===== src/rtl/pdd_pkg.sv =====
// ---------------------------------------------------------------------------
// pdd_pkg
// Shared widths, codes, stage payloads and the minimum power function.
// ---------------------------------------------------------------------------
package pdd_pkg;

  localparam int TARGET_W = 15;
  localparam int GAIN_W   = 16;
  localparam int COUNT_W  = 17;
  localparam int POWER_W  = 7;
  localparam int SUM_W    = 39;   // integral never goes negative
  localparam int E2_W     = 18;   // error in half counts, non-negative on the run path
  localparam int DE_W     = 19;   // signed error difference
  localparam int SETTLE_W = 3;
  localparam int ACC_W    = 58;
  localparam int SUM_LO_W = 20;
  localparam int SUM_HI_W = SUM_W - SUM_LO_W;

  localparam int SETTLE_TICKS = 6;
  localparam int SETTLE_BAND  = 15;
  localparam int SETTLE_MAX   = 7;
  localparam int POWER_MAX    = 127;
  localparam int MIN_BASE     = 65;
  localparam int MIN_FLOOR    = 20;

  localparam logic [TARGET_W-1:0] TARGET_RST = 15'd600;
  localparam logic [GAIN_W-1:0]   KP_RST     = 16'd87;
  localparam logic [GAIN_W-1:0]   KI_RST     = 16'd67;
  localparam logic [GAIN_W-1:0]   KD_RST     = 16'd220;

  localparam logic CMD_START = 1'b0;
  localparam logic CMD_TICK  = 1'b1;

  typedef enum logic [1:0] {
    REG_TARGET = 2'd0,
    REG_PROP   = 2'd1,
    REG_INTEG  = 2'd2,
    REG_DERIV  = 2'd3
  } reg_idx_t;

  typedef struct packed {
    logic [TARGET_W-1:0] target;
    logic [GAIN_W-1:0]   kp;
    logic [GAIN_W-1:0]   ki;
    logic [GAIN_W-1:0]   kd;
  } cfg_t;

  // Payload handed from the error stage to the power stage
  typedef struct packed {
    logic                   zero_pwr;  // start, exit or finished: power is forced to 0
    logic                   done;
    logic [E2_W-1:0]        e2;
    logic [SUM_W-1:0]       sum;
    logic signed [DE_W-1:0] de2;
  } err_t;

  // Minimum power: 65 - ceil(target/2), never below 20
  function automatic logic [POWER_W-1:0] min_power(input logic [TARGET_W-1:0] target);
    logic [TARGET_W:0]   tp1;
    logic [TARGET_W-1:0] half;
    tp1  = {1'b0, target} + (TARGET_W+1)'(1);
    half = tp1[TARGET_W:1];
    if (half >= TARGET_W'(MIN_BASE - MIN_FLOOR)) begin
      min_power = POWER_W'(MIN_FLOOR);
    end else begin
      min_power = POWER_W'(MIN_BASE) - half[POWER_W-1:0];
    end
  endfunction

endpackage


===== src/rtl/pdd_cfg_regs.sv =====
// ---------------------------------------------------------------------------
// pdd_cfg_regs
// APB register file for target distance and the three loop gains.
// ---------------------------------------------------------------------------
module pdd_cfg_regs (
  input  logic          clk,
  input  logic          rst_n,
  input  logic          cfg_psel,
  input  logic          cfg_penable,
  input  logic          cfg_pwrite,
  input  logic [3:0]    cfg_paddr,
  input  logic [31:0]   cfg_pwdata,
  output logic [31:0]   cfg_prdata,
  output logic          cfg_pready,
  output pdd_pkg::cfg_t cfg
);

  pdd_pkg::cfg_t     cfg_r;
  pdd_pkg::cfg_t     cfg_nxt;
  pdd_pkg::reg_idx_t idx;
  logic              wr_en;

  assign idx        = pdd_pkg::reg_idx_t'(cfg_paddr[3:2]);
  assign wr_en      = cfg_psel && cfg_penable && cfg_pwrite && cfg_pready;
  assign cfg_pready = 1'b1;
  assign cfg        = cfg_r;

  // Decode the write
  always_comb begin
    cfg_nxt = cfg_r;
    if (wr_en) begin
      case (idx)
        pdd_pkg::REG_TARGET: cfg_nxt.target = cfg_pwdata[pdd_pkg::TARGET_W-1:0];
        pdd_pkg::REG_PROP:   cfg_nxt.kp     = cfg_pwdata[pdd_pkg::GAIN_W-1:0];
        pdd_pkg::REG_INTEG:  cfg_nxt.ki     = cfg_pwdata[pdd_pkg::GAIN_W-1:0];
        pdd_pkg::REG_DERIV:  cfg_nxt.kd     = cfg_pwdata[pdd_pkg::GAIN_W-1:0];
        default:             cfg_nxt        = cfg_r;
      endcase
    end
  end

  always_ff @(posedge clk) begin
    if (!rst_n) begin
      cfg_r.target <= pdd_pkg::TARGET_RST;
      cfg_r.kp     <= pdd_pkg::KP_RST;
      cfg_r.ki     <= pdd_pkg::KI_RST;
      cfg_r.kd     <= pdd_pkg::KD_RST;
    end else begin
      cfg_r <= cfg_nxt;
    end
  end

  // Read back
  always_comb begin
    case (idx)
      pdd_pkg::REG_TARGET: cfg_prdata = 32'(cfg_r.target);
      pdd_pkg::REG_PROP:   cfg_prdata = 32'(cfg_r.kp);
      pdd_pkg::REG_INTEG:  cfg_prdata = 32'(cfg_r.ki);
      pdd_pkg::REG_DERIV:  cfg_prdata = 32'(cfg_r.kd);
      default:             cfg_prdata = 32'd0;
    endcase
  end

endmodule


===== src/rtl/pdd_error_stage.sv =====
// ---------------------------------------------------------------------------
// pdd_error_stage
// Input register, error computation and the controller state update.
// ---------------------------------------------------------------------------
module pdd_error_stage (
  input  logic                                clk,
  input  logic                                rst_n,
  input  logic [pdd_pkg::TARGET_W-1:0]        target,
  input  logic                                in_valid,
  output logic                                in_ready,
  input  logic                                in_cmd,
  input  logic signed [pdd_pkg::COUNT_W-1:0]  in_right,
  input  logic signed [pdd_pkg::COUNT_W-1:0]  in_left,
  output logic                                out_valid,
  input  logic                                out_ready,
  output pdd_pkg::err_t                       out_pay
);

  localparam int SUMC_W = pdd_pkg::COUNT_W + 1;
  localparam int E2F_W  = pdd_pkg::E2_W + 2;

  // Input register
  logic                               v0_r;
  logic                               cmd0_r;
  logic signed [pdd_pkg::COUNT_W-1:0] right0_r;
  logic signed [pdd_pkg::COUNT_W-1:0] left0_r;

  // Controller state
  logic [pdd_pkg::SUM_W-1:0]    sum_r, sum_nxt;
  logic [pdd_pkg::E2_W-1:0]     last_r, last_nxt;
  logic [pdd_pkg::SETTLE_W-1:0] settle_r, settle_nxt;
  logic                         fin_r, fin_nxt;

  // Stage register toward the power stage
  logic          v1_r;
  pdd_pkg::err_t pay1_r;
  pdd_pkg::err_t pay;

  logic                     rdy1;
  logic                     fire1;
  logic signed [SUMC_W-1:0] cnt_sum;
  logic signed [E2F_W-1:0]  e2_full;
  logic                     e2_neg;
  logic [pdd_pkg::E2_W-1:0] e2;
  logic                     in_band;
  logic [pdd_pkg::SUM_W:0]  sum_add;

  assign rdy1      = !v1_r || out_ready;
  assign in_ready  = !v0_r || rdy1;
  assign fire1     = v0_r && rdy1;
  assign out_valid = v1_r;
  assign out_pay   = pay1_r;

  // Error in half counts and its derived terms
  always_comb begin
    cnt_sum = SUMC_W'(right0_r) + SUMC_W'(left0_r);
    e2_full = $signed({{(E2F_W-pdd_pkg::TARGET_W-1){1'b0}}, target, 1'b0})
              - E2F_W'(cnt_sum);
    e2_neg  = e2_full[E2F_W-1];
    e2      = e2_full[pdd_pkg::E2_W-1:0];
    in_band = e2[pdd_pkg::E2_W-1:1] < (pdd_pkg::E2_W-1)'(pdd_pkg::SETTLE_BAND);
    sum_add = {1'b0, sum_r} + (pdd_pkg::SUM_W+1)'(e2);
  end

  // Step the controller
  always_comb begin
    sum_nxt      = sum_r;
    last_nxt     = last_r;
    settle_nxt   = settle_r;
    fin_nxt      = fin_r;
    pay          = '0;
    pay.zero_pwr = 1'b1;
    if (cmd0_r == pdd_pkg::CMD_START) begin
      sum_nxt    = '0;
      last_nxt   = '0;
      settle_nxt = '0;
      fin_nxt    = 1'b0;
    end else if (fin_r) begin
      pay.done = 1'b1;
    end else if (settle_r >= pdd_pkg::SETTLE_W'(pdd_pkg::SETTLE_TICKS) || e2_neg) begin
      fin_nxt  = 1'b1;
      pay.done = 1'b1;
    end else begin
      if (in_band) begin
        if (settle_r < pdd_pkg::SETTLE_W'(pdd_pkg::SETTLE_MAX)) begin
          settle_nxt = settle_r + pdd_pkg::SETTLE_W'(1);
        end
      end else begin
        settle_nxt = '0;
      end
      // integral only grows here, so saturate at the top alone
      sum_nxt      = sum_add[pdd_pkg::SUM_W] ? '1 : sum_add[pdd_pkg::SUM_W-1:0];
      last_nxt     = e2;
      pay.zero_pwr = 1'b0;
      pay.e2       = e2;
      pay.sum      = sum_nxt;
      pay.de2      = $signed({1'b0, e2}) - $signed({1'b0, last_r});
    end
  end

  // Control registers
  always_ff @(posedge clk) begin
    if (!rst_n) begin
      v0_r     <= 1'b0;
      v1_r     <= 1'b0;
      sum_r    <= '0;
      last_r   <= '0;
      settle_r <= '0;
      fin_r    <= 1'b0;
    end else begin
      if (in_ready) begin
        v0_r <= in_valid;
      end
      if (rdy1) begin
        v1_r <= v0_r;
      end
      if (fire1) begin
        sum_r    <= sum_nxt;
        last_r   <= last_nxt;
        settle_r <= settle_nxt;
        fin_r    <= fin_nxt;
      end
    end
  end

  // Payload registers
  always_ff @(posedge clk) begin
    if (in_valid && in_ready) begin
      cmd0_r   <= in_cmd;
      right0_r <= in_right;
      left0_r  <= in_left;
    end
    if (fire1) begin
      pay1_r <= pay;
    end
  end

endmodule


===== src/rtl/pdd_power_stage.sv =====
// ---------------------------------------------------------------------------
// pdd_power_stage
// Gain products, accumulation, scaling and clamping of the drive power.
// ---------------------------------------------------------------------------
module pdd_power_stage (
  input  logic                         clk,
  input  logic                         rst_n,
  input  pdd_pkg::cfg_t                cfg,
  input  logic                         in_valid,
  output logic                         in_ready,
  input  pdd_pkg::err_t                in_pay,
  output logic                         out_valid,
  input  logic                         out_ready,
  output logic [pdd_pkg::POWER_W-1:0]  out_power,
  output logic                         out_done
);

  localparam int PP_W  = pdd_pkg::GAIN_W + pdd_pkg::E2_W;
  localparam int PD_W  = pdd_pkg::GAIN_W + 1 + pdd_pkg::DE_W;
  localparam int PL_W  = pdd_pkg::GAIN_W + pdd_pkg::SUM_LO_W;
  localparam int PH_W  = pdd_pkg::GAIN_W + pdd_pkg::SUM_HI_W;
  localparam int Q_W   = pdd_pkg::ACC_W - 10;

  // Product stage
  logic                   v2_r;
  logic                   zero2_r, done2_r;
  logic [PP_W-1:0]        prod_p_r;
  logic signed [PD_W-1:0] prod_d_r;
  logic [PL_W-1:0]        prod_lo_r;
  logic [PH_W-1:0]        prod_hi_r;

  // Accumulate stage
  logic                        v3_r;
  logic                        zero3_r, done3_r;
  logic [pdd_pkg::ACC_W-1:0]   acc_r, acc_nxt;

  // Output register
  logic                        vo_r;
  logic [pdd_pkg::POWER_W-1:0] pwr_r, pwr_nxt;
  logic                        done_r;

  logic                        rdy2, rdy3, rdyo;
  logic [pdd_pkg::POWER_W-1:0] minp;
  logic [Q_W-1:0]              q;

  assign rdyo      = !vo_r || out_ready;
  assign rdy3      = !v3_r || rdyo;
  assign rdy2      = !v2_r || rdy3;
  assign in_ready  = rdy2;
  assign out_valid = vo_r;
  assign out_power = pwr_r;
  assign out_done  = done_r;

  // Sum the four products; the high integral product sits 20 bits up
  assign acc_nxt = pdd_pkg::ACC_W'(prod_p_r)
                 + {{(pdd_pkg::ACC_W-PD_W){prod_d_r[PD_W-1]}}, prod_d_r}
                 + pdd_pkg::ACC_W'(prod_lo_r)
                 + {{(pdd_pkg::ACC_W-PH_W-pdd_pkg::SUM_LO_W){1'b0}}, prod_hi_r,
                    {pdd_pkg::SUM_LO_W{1'b0}}};

  // Scale by 1/512, then floor and saturate
  always_comb begin
    minp = pdd_pkg::min_power(cfg.target);
    q    = acc_r[pdd_pkg::ACC_W-2:9];
    if (zero3_r) begin
      pwr_nxt = '0;
    end else if (acc_r[pdd_pkg::ACC_W-1]) begin
      pwr_nxt = minp;
    end else if (|q[Q_W-1:pdd_pkg::POWER_W]) begin
      pwr_nxt = pdd_pkg::POWER_W'(pdd_pkg::POWER_MAX);
    end else if (q[pdd_pkg::POWER_W-1:0] < minp) begin
      pwr_nxt = minp;
    end else begin
      pwr_nxt = q[pdd_pkg::POWER_W-1:0];
    end
  end

  // Valid flags
  always_ff @(posedge clk) begin
    if (!rst_n) begin
      v2_r <= 1'b0;
      v3_r <= 1'b0;
      vo_r <= 1'b0;
    end else begin
      if (rdy2) v2_r <= in_valid;
      if (rdy3) v3_r <= v2_r;
      if (rdyo) vo_r <= v3_r;
    end
  end

  // Payload through the stages
  always_ff @(posedge clk) begin
    if (in_valid && rdy2) begin
      zero2_r   <= in_pay.zero_pwr;
      done2_r   <= in_pay.done;
      prod_p_r  <= cfg.kp * in_pay.e2;
      prod_d_r  <= $signed({1'b0, cfg.kd}) * in_pay.de2;
      prod_lo_r <= cfg.ki * in_pay.sum[pdd_pkg::SUM_LO_W-1:0];
      prod_hi_r <= cfg.ki * in_pay.sum[pdd_pkg::SUM_W-1:pdd_pkg::SUM_LO_W];
    end
    if (v2_r && rdy3) begin
      zero3_r <= zero2_r;
      done3_r <= done2_r;
      acc_r   <= acc_nxt;
    end
    if (v3_r && rdyo) begin
      pwr_r  <= pwr_nxt;
      done_r <= done3_r;
    end
  end

endmodule


===== src/rtl/pid_drive_to_distance_unit.sv =====
// ---------------------------------------------------------------------------
// pid_drive_to_distance_unit
// Drive-to-distance PID controller with settle and overshoot detection.
// ---------------------------------------------------------------------------
//  channel  | direction | handshake           | contents
//  ---------+-----------+---------------------+------------------------------
//  in_      | slave     | in_tvalid/in_tready | tuser cmd, tdata counts
//  out_     | master    | out_tvalid/tready   | tuser done, tdata power
//  cfg_     | APB slave | psel/penable        | target and gains, pready high
//
//  One item per cycle sustained while out_ tready stays high; the input register
//  loads at the transfer, then the error/state stage, products, sum and output
//  registers follow in turn.
//  The integral, last error and settle count update in the error stage, so
//  consecutive ticks follow back to back.
//  Reset clears the pipeline valids and the move state; registers take defaults.
//  A stall on out_ tready backs up stage by stage; empty stages keep filling.
// ---------------------------------------------------------------------------
module pid_drive_to_distance_unit (
  input  logic        clk,
  input  logic        rst_n,
  input  logic        in_tvalid,
  output logic        in_tready,
  input  logic [39:0] in_tdata,    // [16:0] right_count, [33:17] left_count
  input  logic        in_tuser,    // [0] cmd
  output logic        out_tvalid,
  input  logic        out_tready,
  output logic [7:0]  out_tdata,   // [6:0] drive_power
  output logic        out_tuser,   // [0] done_res
  input  logic        cfg_psel,
  input  logic        cfg_penable,
  input  logic        cfg_pwrite,
  input  logic [3:0]  cfg_paddr,
  input  logic [31:0] cfg_pwdata,
  output logic [31:0] cfg_prdata,
  output logic        cfg_pready
);

  pdd_pkg::cfg_t               cfg;
  logic                        err_valid, err_ready;
  pdd_pkg::err_t               err_pay;
  logic [pdd_pkg::POWER_W-1:0] power;

  pdd_cfg_regs u_cfg (
    .clk         (clk),
    .rst_n       (rst_n),
    .cfg_psel    (cfg_psel),
    .cfg_penable (cfg_penable),
    .cfg_pwrite  (cfg_pwrite),
    .cfg_paddr   (cfg_paddr),
    .cfg_pwdata  (cfg_pwdata),
    .cfg_prdata  (cfg_prdata),
    .cfg_pready  (cfg_pready),
    .cfg         (cfg)
  );

  pdd_error_stage u_err (
    .clk       (clk),
    .rst_n     (rst_n),
    .target    (cfg.target),
    .in_valid  (in_tvalid),
    .in_ready  (in_tready),
    .in_cmd    (in_tuser),
    .in_right  ($signed(in_tdata[16:0])),
    .in_left   ($signed(in_tdata[33:17])),
    .out_valid (err_valid),
    .out_ready (err_ready),
    .out_pay   (err_pay)
  );

  pdd_power_stage u_pwr (
    .clk       (clk),
    .rst_n     (rst_n),
    .cfg       (cfg),
    .in_valid  (err_valid),
    .in_ready  (err_ready),
    .in_pay    (err_pay),
    .out_valid (out_tvalid),
    .out_ready (out_tready),
    .out_power (power),
    .out_done  (out_tuser)
  );

  assign out_tdata = {1'b0, power};

endmodule


===== config.mk =====
export PLATFORM = sky130hd
export DESIGN_NAME = pid_drive_to_distance_unit
export DESIGN_NICKNAME = d
export VERILOG_FILES = /design/src/rtl/pdd_pkg.sv /design/src/rtl/pdd_cfg_regs.sv /design/src/rtl/pdd_error_stage.sv /design/src/rtl/pdd_power_stage.sv /design/src/rtl/pid_drive_to_distance_unit.sv
export SDC_FILE = /design/constraint.sdc
export NUM_CORES = 2
export LEC_CHECK = 0
export BUFFER_PORTS_ARGS = -buffer_cell sky130_fd_sc_hd__buf_2
export CORE_UTILIZATION = 60
export CTS_CLUSTER_DIAMETER = 50
export DETAILED_ROUTE_END_ITERATION = 16
export PLACE_DENSITY = 0.88
export RECOVER_POWER = 25
export SETUP_SLACK_MARGIN = 0.2
export SYNTH_ARGS = -nofsm -noshare
export SYNTH_HDL_FRONTEND = slang
export SYNTH_SLANG_ARGS = --single-unit

===== constraint.sdc =====
create_clock -name clk -period 9.7 [get_ports clk]
set_input_delay 0.485 -clock clk [delete_from_list [all_inputs] [get_ports clk]]
set_output_delay 0.485 -clock clk [all_outputs]
set_load 0.05 [all_outputs]

# After elaboration in Yosys (flattened, before gate mapping)
# Cells that the tools add are included.
# word_totals
output_inout_bits,44
ff_bits,453
n_memories,0
wordCells,105
ramBits,0
inputBits,84
mem_bits_ro,0
latch_bits,0
# classes
order_cmp,5
div_mod_pow,0
reduce_logical,27
n_addsub,10
eq_ne,6
n_bitwise,1
shift,0
muxes,20
multipliers,4
# op_table
op,count
39-bit two-way mux,4
32-bit case mux with 4 select lines,1
58-bit by 36-bit adder with 58-bit output,1
58-bit by 55-bit adder with 58-bit output,1
18-bit two-way mux,3
41-bit OR reduction,1
39-bit by 18-bit adder with 40-bit output,1
35-bit by 36-bit adder with 37-bit output,1
16-bit by 20-bit multiplier with 36-bit output,1
17-bit by 19-bit multiplier with 36-bit output,1
16-bit by 19-bit multiplier with 35-bit output,1
16-bit by 18-bit multiplier with 34-bit output,1
7-bit two-way mux,4
17-bit by 18-bit subtractor with 19-bit output,1
18-bit by 18-bit subtractor with 19-bit output,1
17-bit by 17-bit adder with 18-bit output,1
"17-bit by 4-bit < comparator with 1-bit output, second input constant",1
"15-bit by 1-bit adder with 16-bit output, second input constant",1
"15-bit by 6-bit greater-or-equal comparator with 1-bit output, second input constant",1
3-bit two-way mux,5
2-bit AND reduction,4
1-bit logical AND,7
7-bit < comparator,1
"7-bit subtractor, first input constant",1
other kinds (15),28

# Logic depth before layout (Yosys ltp)
# depth
word_depth,7
mapped_depth,26
mapped_depth_nobuf,26

# Modules after synthesis
# A second synthesis with hierarchy kept.
# hier_totals
hier_cells,6751
area_unflattened_um2,65122.5
# modules_own_cells
mod,area_per_inst_um2,instances,seq_area_each_um2,cells_per_inst
pdd_power_stage,52464.1,1,6095.8,5509
pdd_error_stage,9703.1,1,4654.5,960
pdd_cfg_regs,2944.1,1,1261.2,280
pid_drive_to_distance_unit,11.3,1,0.0,2

# Worst setup path before layout
# Ideal clock, no wire load.
# synth_timing
path_kind,register -> register
start,"register u_pwr.vo_r, in the netlist u_pwr.out_valid"
end,"register u_pwr.done2_r, enable pin"
t_arrival_ps,7326
required_time_ps,9037
setup_slack_ps,1710
n_path_buf,1
path_stages_with_launch,5
setup_time_ps,663
cell_sequence,dfxtp_1 -> nor2b_1 -> and3_1 -> clkbuf_1 -> nor2b_1
# synth_via
elab_chain_cells,5
# synth_rtl
element,line,text
"start, declared",pdd_power_stage.sv:38,logic vo_r;
"start signal, assigned",pdd_power_stage.sv:87,if (rdyo) vo_r <= v3_r;
1-bit zero test,pdd_power_stage.sv:46,assign rdyo = !vo_r || out_ready;
1-bit logical OR,pdd_power_stage.sv:46,
1-bit logical OR,pdd_power_stage.sv:47,assign rdy3 = !v3_r || rdyo;
1-bit logical OR,pdd_power_stage.sv:48,assign rdy2 = !v2_r || rdy3;
1-bit logical AND,pdd_power_stage.sv:93,if (in_valid && rdy2) begin
"end signal, assigned",pdd_power_stage.sv:95,done2_r <= in_pay.done;
"end, declared",pdd_power_stage.sv:26,"logic zero2_r, done2_r;"
# No other way between the ends.
# A chain may end at the register's enable or synchronous reset.

# Worst setup path after layout
# layout_timing
start,"register u_cfg.cfg_r, in the netlist u_cfg.cfg[17]"
end,"register u_pwr.prod_lo_r[33], data pin"
# layout_via
elab_chain_cells,1
# layout_rtl
element,line,text
"start, declared",pdd_cfg_regs.sv:18,pdd_pkg::cfg_t cfg_r;
"start signal, assigned",pdd_cfg_regs.sv:49,cfg_r <= cfg_nxt;
16-bit by 20-bit multiplier with 36-bit output,pdd_power_stage.sv:98,prod_lo_r <= cfg.ki * in_pay.sum[pdd_pkg::SUM_LO_W-1:0];
"end signal, assigned",pdd_power_stage.sv:98,
"end, declared",pdd_power_stage.sv:29,logic [PL_W-1:0] prod_lo_r;
# No other way between the ends.

==> summary.txt <==
Die area = 0.111 mm^2
Largest cells by area after synthesis = fa_1, edfxtp_1, ha_1
Setup Buffers After CTS = 0
Detailed-route via count = 49900
Max-slew violations = 112
Clk buf depth = 3
Met3 wire length = 20.1 mm
Synth Warn # = 0
Pin count of the biggest net entering global routing = 89
GPL Wtd Cong = 0.967
CTS tree = built
Setup CP Type = reg -> reg
Setup Viol. Count Final = 0
Die width = 332 um
Worst Hold Depth = 1
Violated checks = max-capacitance violations, max-slew violations
Ys flop type = edfxtp_1
Netlist cell types = 97
# IOs = 128
P_int = 9.47 mW
Setup TNS = 0 ns
WL per Instance = 20.6 um
Clk sinks = 444
Core area = 0.108 mm^2
Clk_skew = 0.0525 ns
Slew headroom = -83.8%
Starting density of the core = 60.9%
Final instance area = 0.0693 mm^2
Sequential area share after synthesis = 18.4%
# placed instances = 8239
P_leak = 33.6 nW
VDD IR max = 316 uV
Commonest non-fill, non-tap cell in the layout = inv_1
Multi-input logic area = 0.0473 mm^2
WL met2 = 77.8 mm
Initial DRC Count = 5171
First-pass GRT wire length = 277 mm
Final ANT Viol Nets = 0
CTS Buf Count = 56
Tot Pwr = 18.6 mW
CTS H-tree depth = 2
Cell count after synthesis = 6975
RSZ-0062 raised after global routing = false
Share of layout cells above drive strength 1 = 4.37%
Type of the tightest min-delay check = in -> reg
Setup crit end kind = flip-flop
Part of the power in combinational logic = 70.8%
Row count = 120
Worst Reg-to-Reg Cells = 22
CTS root buf = clkbuf_16
Area grow syn2layout = 5.72%
Maximum clock rate = 0.123 GHz
WP data required = 10.09 ns
Post-DP HPWL = 133 mm
Layout Nets = 8667
Yosys reg bits = 444
Max layer used = met5
Wire length on met1 = 64.3 mm
Critical path launch point type = flip-flop
Max cap viols = 3
Sequential share of power = 17.4%
Status = finished, violations left
Vias in the first global route = 52700
Later-pin clock latency in the skew report = 0.68 ns
Resize count post-CTS = 0
Dpl cell area = 0.0670 mm^2
Post-DR vias/cell = 5.96
Most frequent cells in the layout = inv_1, fa_1, nand2_1
Psw = 9.13 mW
Slew @ Worst Pin = 2.76 ns
Clock power share = 11.8%
Final worst-path cycle share = 84.1%
Crit-path max FO = 21
Post-Synthesis Cell Area = 0.0655 mm^2
EDFF count, synth = 315
CP arrival = 8.55 ns
I/O Buffers = 85
Hold-fix buffers at CTS = 32
Initial antenna violation count = 6
Final hold violations = 0
Grt ovf = 0
GRT Total Usage = 31.8%
Tmin final = 8.16 ns
DRT Wirelength = 173 mm
Syn_area_per_cell = 9.40 um^2
Clk pin slew, worst setup/hold paths = 0.06 ns
Switching power share of the total = 49.1%
DRC viols = 0
Final hold slack = 0.0262 ns
Non-Filler Instances = 8381
FF/Latch Area = 0.0120 mm^2
Die H = 332 um
Filler instances = 7837
Pwr Density = 268 mW/mm^2
Yosys top cell by area = fa_1
TritonRoute pass-1 iters = 6
Post-synth top area share = 32.0%
Asr flop ratio synth = 0%
## worst max-delay path, stage by stage, from the launching register on
cell and delay (ns):
dfxtp_1 1.10, clkbuf_1 0.56, nand2_1 0.18, fa_1 0.55, fa_1 0.52, fa_1 0.53
inv_1 0.06, fa_1 0.51, fa_1 0.51, inv_1 0.06, fa_1 0.48, inv_1 0.04
ha_1 0.37, a21oi_1 0.16, o21ai_1 0.11, a2111oi_2 0.47, o21ai_1 0.23, a2111oi_4 0.56
o21ai_1 0.17, a31oi_1 0.28, o21ai_1 0.13, a21oi_1 0.21, xnor2_1 0.09
## area by class of cell
cell class	count	share of cell area, %
repair buffers	170	1.61
diodes	4	0.0144
well taps	1403	2.53
flip-flops and latches	444	17.4
clock buffers	65	2.10
inverters	1352	7.33
clock inverters	41	0.724
multi-input cells	4902	68.3
## state kept, by name, indices dropped and copies added, names as in the netlist, 3 cells and up
signal,cells
u_err.out_pay,78
u_pwr.prod_d_r,36
u_err.last_r,18
u_err.settle_r,3
u_err.right0_r,17
u_pwr.prod_p_r,34
u_pwr.out_power,7
u_cfg.cfg,63
u_pwr.acc_r,49
u_err.left0_r,17
u_err.sum_r,39
u_pwr.prod_hi_r,35
u_pwr.prod_lo_r,36
## kinds of logic (layout without fill, tap and decap cells)
kind of cell / Yosys count / in the layout / synth area share [%]
fa+ha+maj: 1657 / 1657 / 43.7
mux: 22 / 22 / 0.628
xor+xnor: 264 / 264 / 3.54
buf+inv: 1645 / 1628 / 9.57
compound gates: 892 / 892 / 9.04
other cells: 2 / 22 / 0.0115
simple gates: 2049 / 2049 / 15.2
flops: 444 / 444 / 18.4
## power by group through the flow
| stage | Combinational, mW | Clock, mW | Sequential, mW |
|---|---|---|---|
| 6_report | 13.2 | 2.19 | 3.24 |
| 3_5_place_dp | 12.8 | 0 | 3.25 |
| 4_1_cts | 13.0 | 2.21 | 3.22 |
| 3_3_place_gp | 12.3 | 0 | 3.25 |
| 5_1_grt | 14.6 | 2.28 | 3.26 |
| 2_1_floorplan | 9.73 | 0 | 3.05 |
## stage by stage
stage	util, %	setup slack [ns]
after floorplan	-	1.71
after global placement	62.3	2.15
after detailed placement	62.3	2.06
after CTS	64.4	1.95
after global routing	64.3	1.21
final	64.4	1.54
## layer usage
layer,GRT usage [%],vias up
met2,49.9,2863
met3,7.84,666
met5,0,-
met1,40.6,24500
met4,17.1,2
li1,-,21800
## final timing paths
kind | slack (ns) | to | start
setup reg to reg | 1.54 | u_pwr.prod_lo_r[33]$_DFFE_PP_ | u_cfg.cfg[17]$_SDFFE_PN1P_
hold reg to reg | 0.42 | u_pwr.zero3_r$_DFFE_PP_ | u_pwr.zero2_r$_DFFE_PP_
hold / removal | 0.03 | u_err.right0_r[3]$_DFFE_PP_ | in_tdata[3]
setup / recovery | 1.54 | u_pwr.prod_lo_r[33]$_DFFE_PP_ | u_cfg.cfg[17]$_SDFFE_PN1P_
## cells in the mapped netlist (7+ instances only)
master / instances
xor2_1: 93
a31oi_1: 25
o22ai_1: 16
dfxtp_1: 129
a22o_1: 10
mux4_2: 15
a32o_1: 12
nand4_1: 30
nor2_1: 198
a21oi_1: 271
ha_1: 608
edfxtp_1: 315
o21ai_1: 20
o21a_1: 35
o31ai_1: 15
buf_2: 23
or3_1: 18
nand2_1: 920
nor2b_1: 32
o211ai_1: 15
a2111oi_2: 7
nand3_1: 77
inv_1: 1352
and2_1: 575
buf_4: 18
fa_1: 1049
a211oi_1: 18
nor3b_1: 9
or2_2: 14
a21boi_0: 56
nand2b_1: 27
xnor2_1: 170
nor3_1: 65
and3_1: 43
o41ai_1: 8
o21ai_0: 150
clkbuf_1: 247
o2111ai_1: 8
o21bai_1: 32
a21o_1: 102
nor4_1: 14
Power figures use the tool's default switching activity.
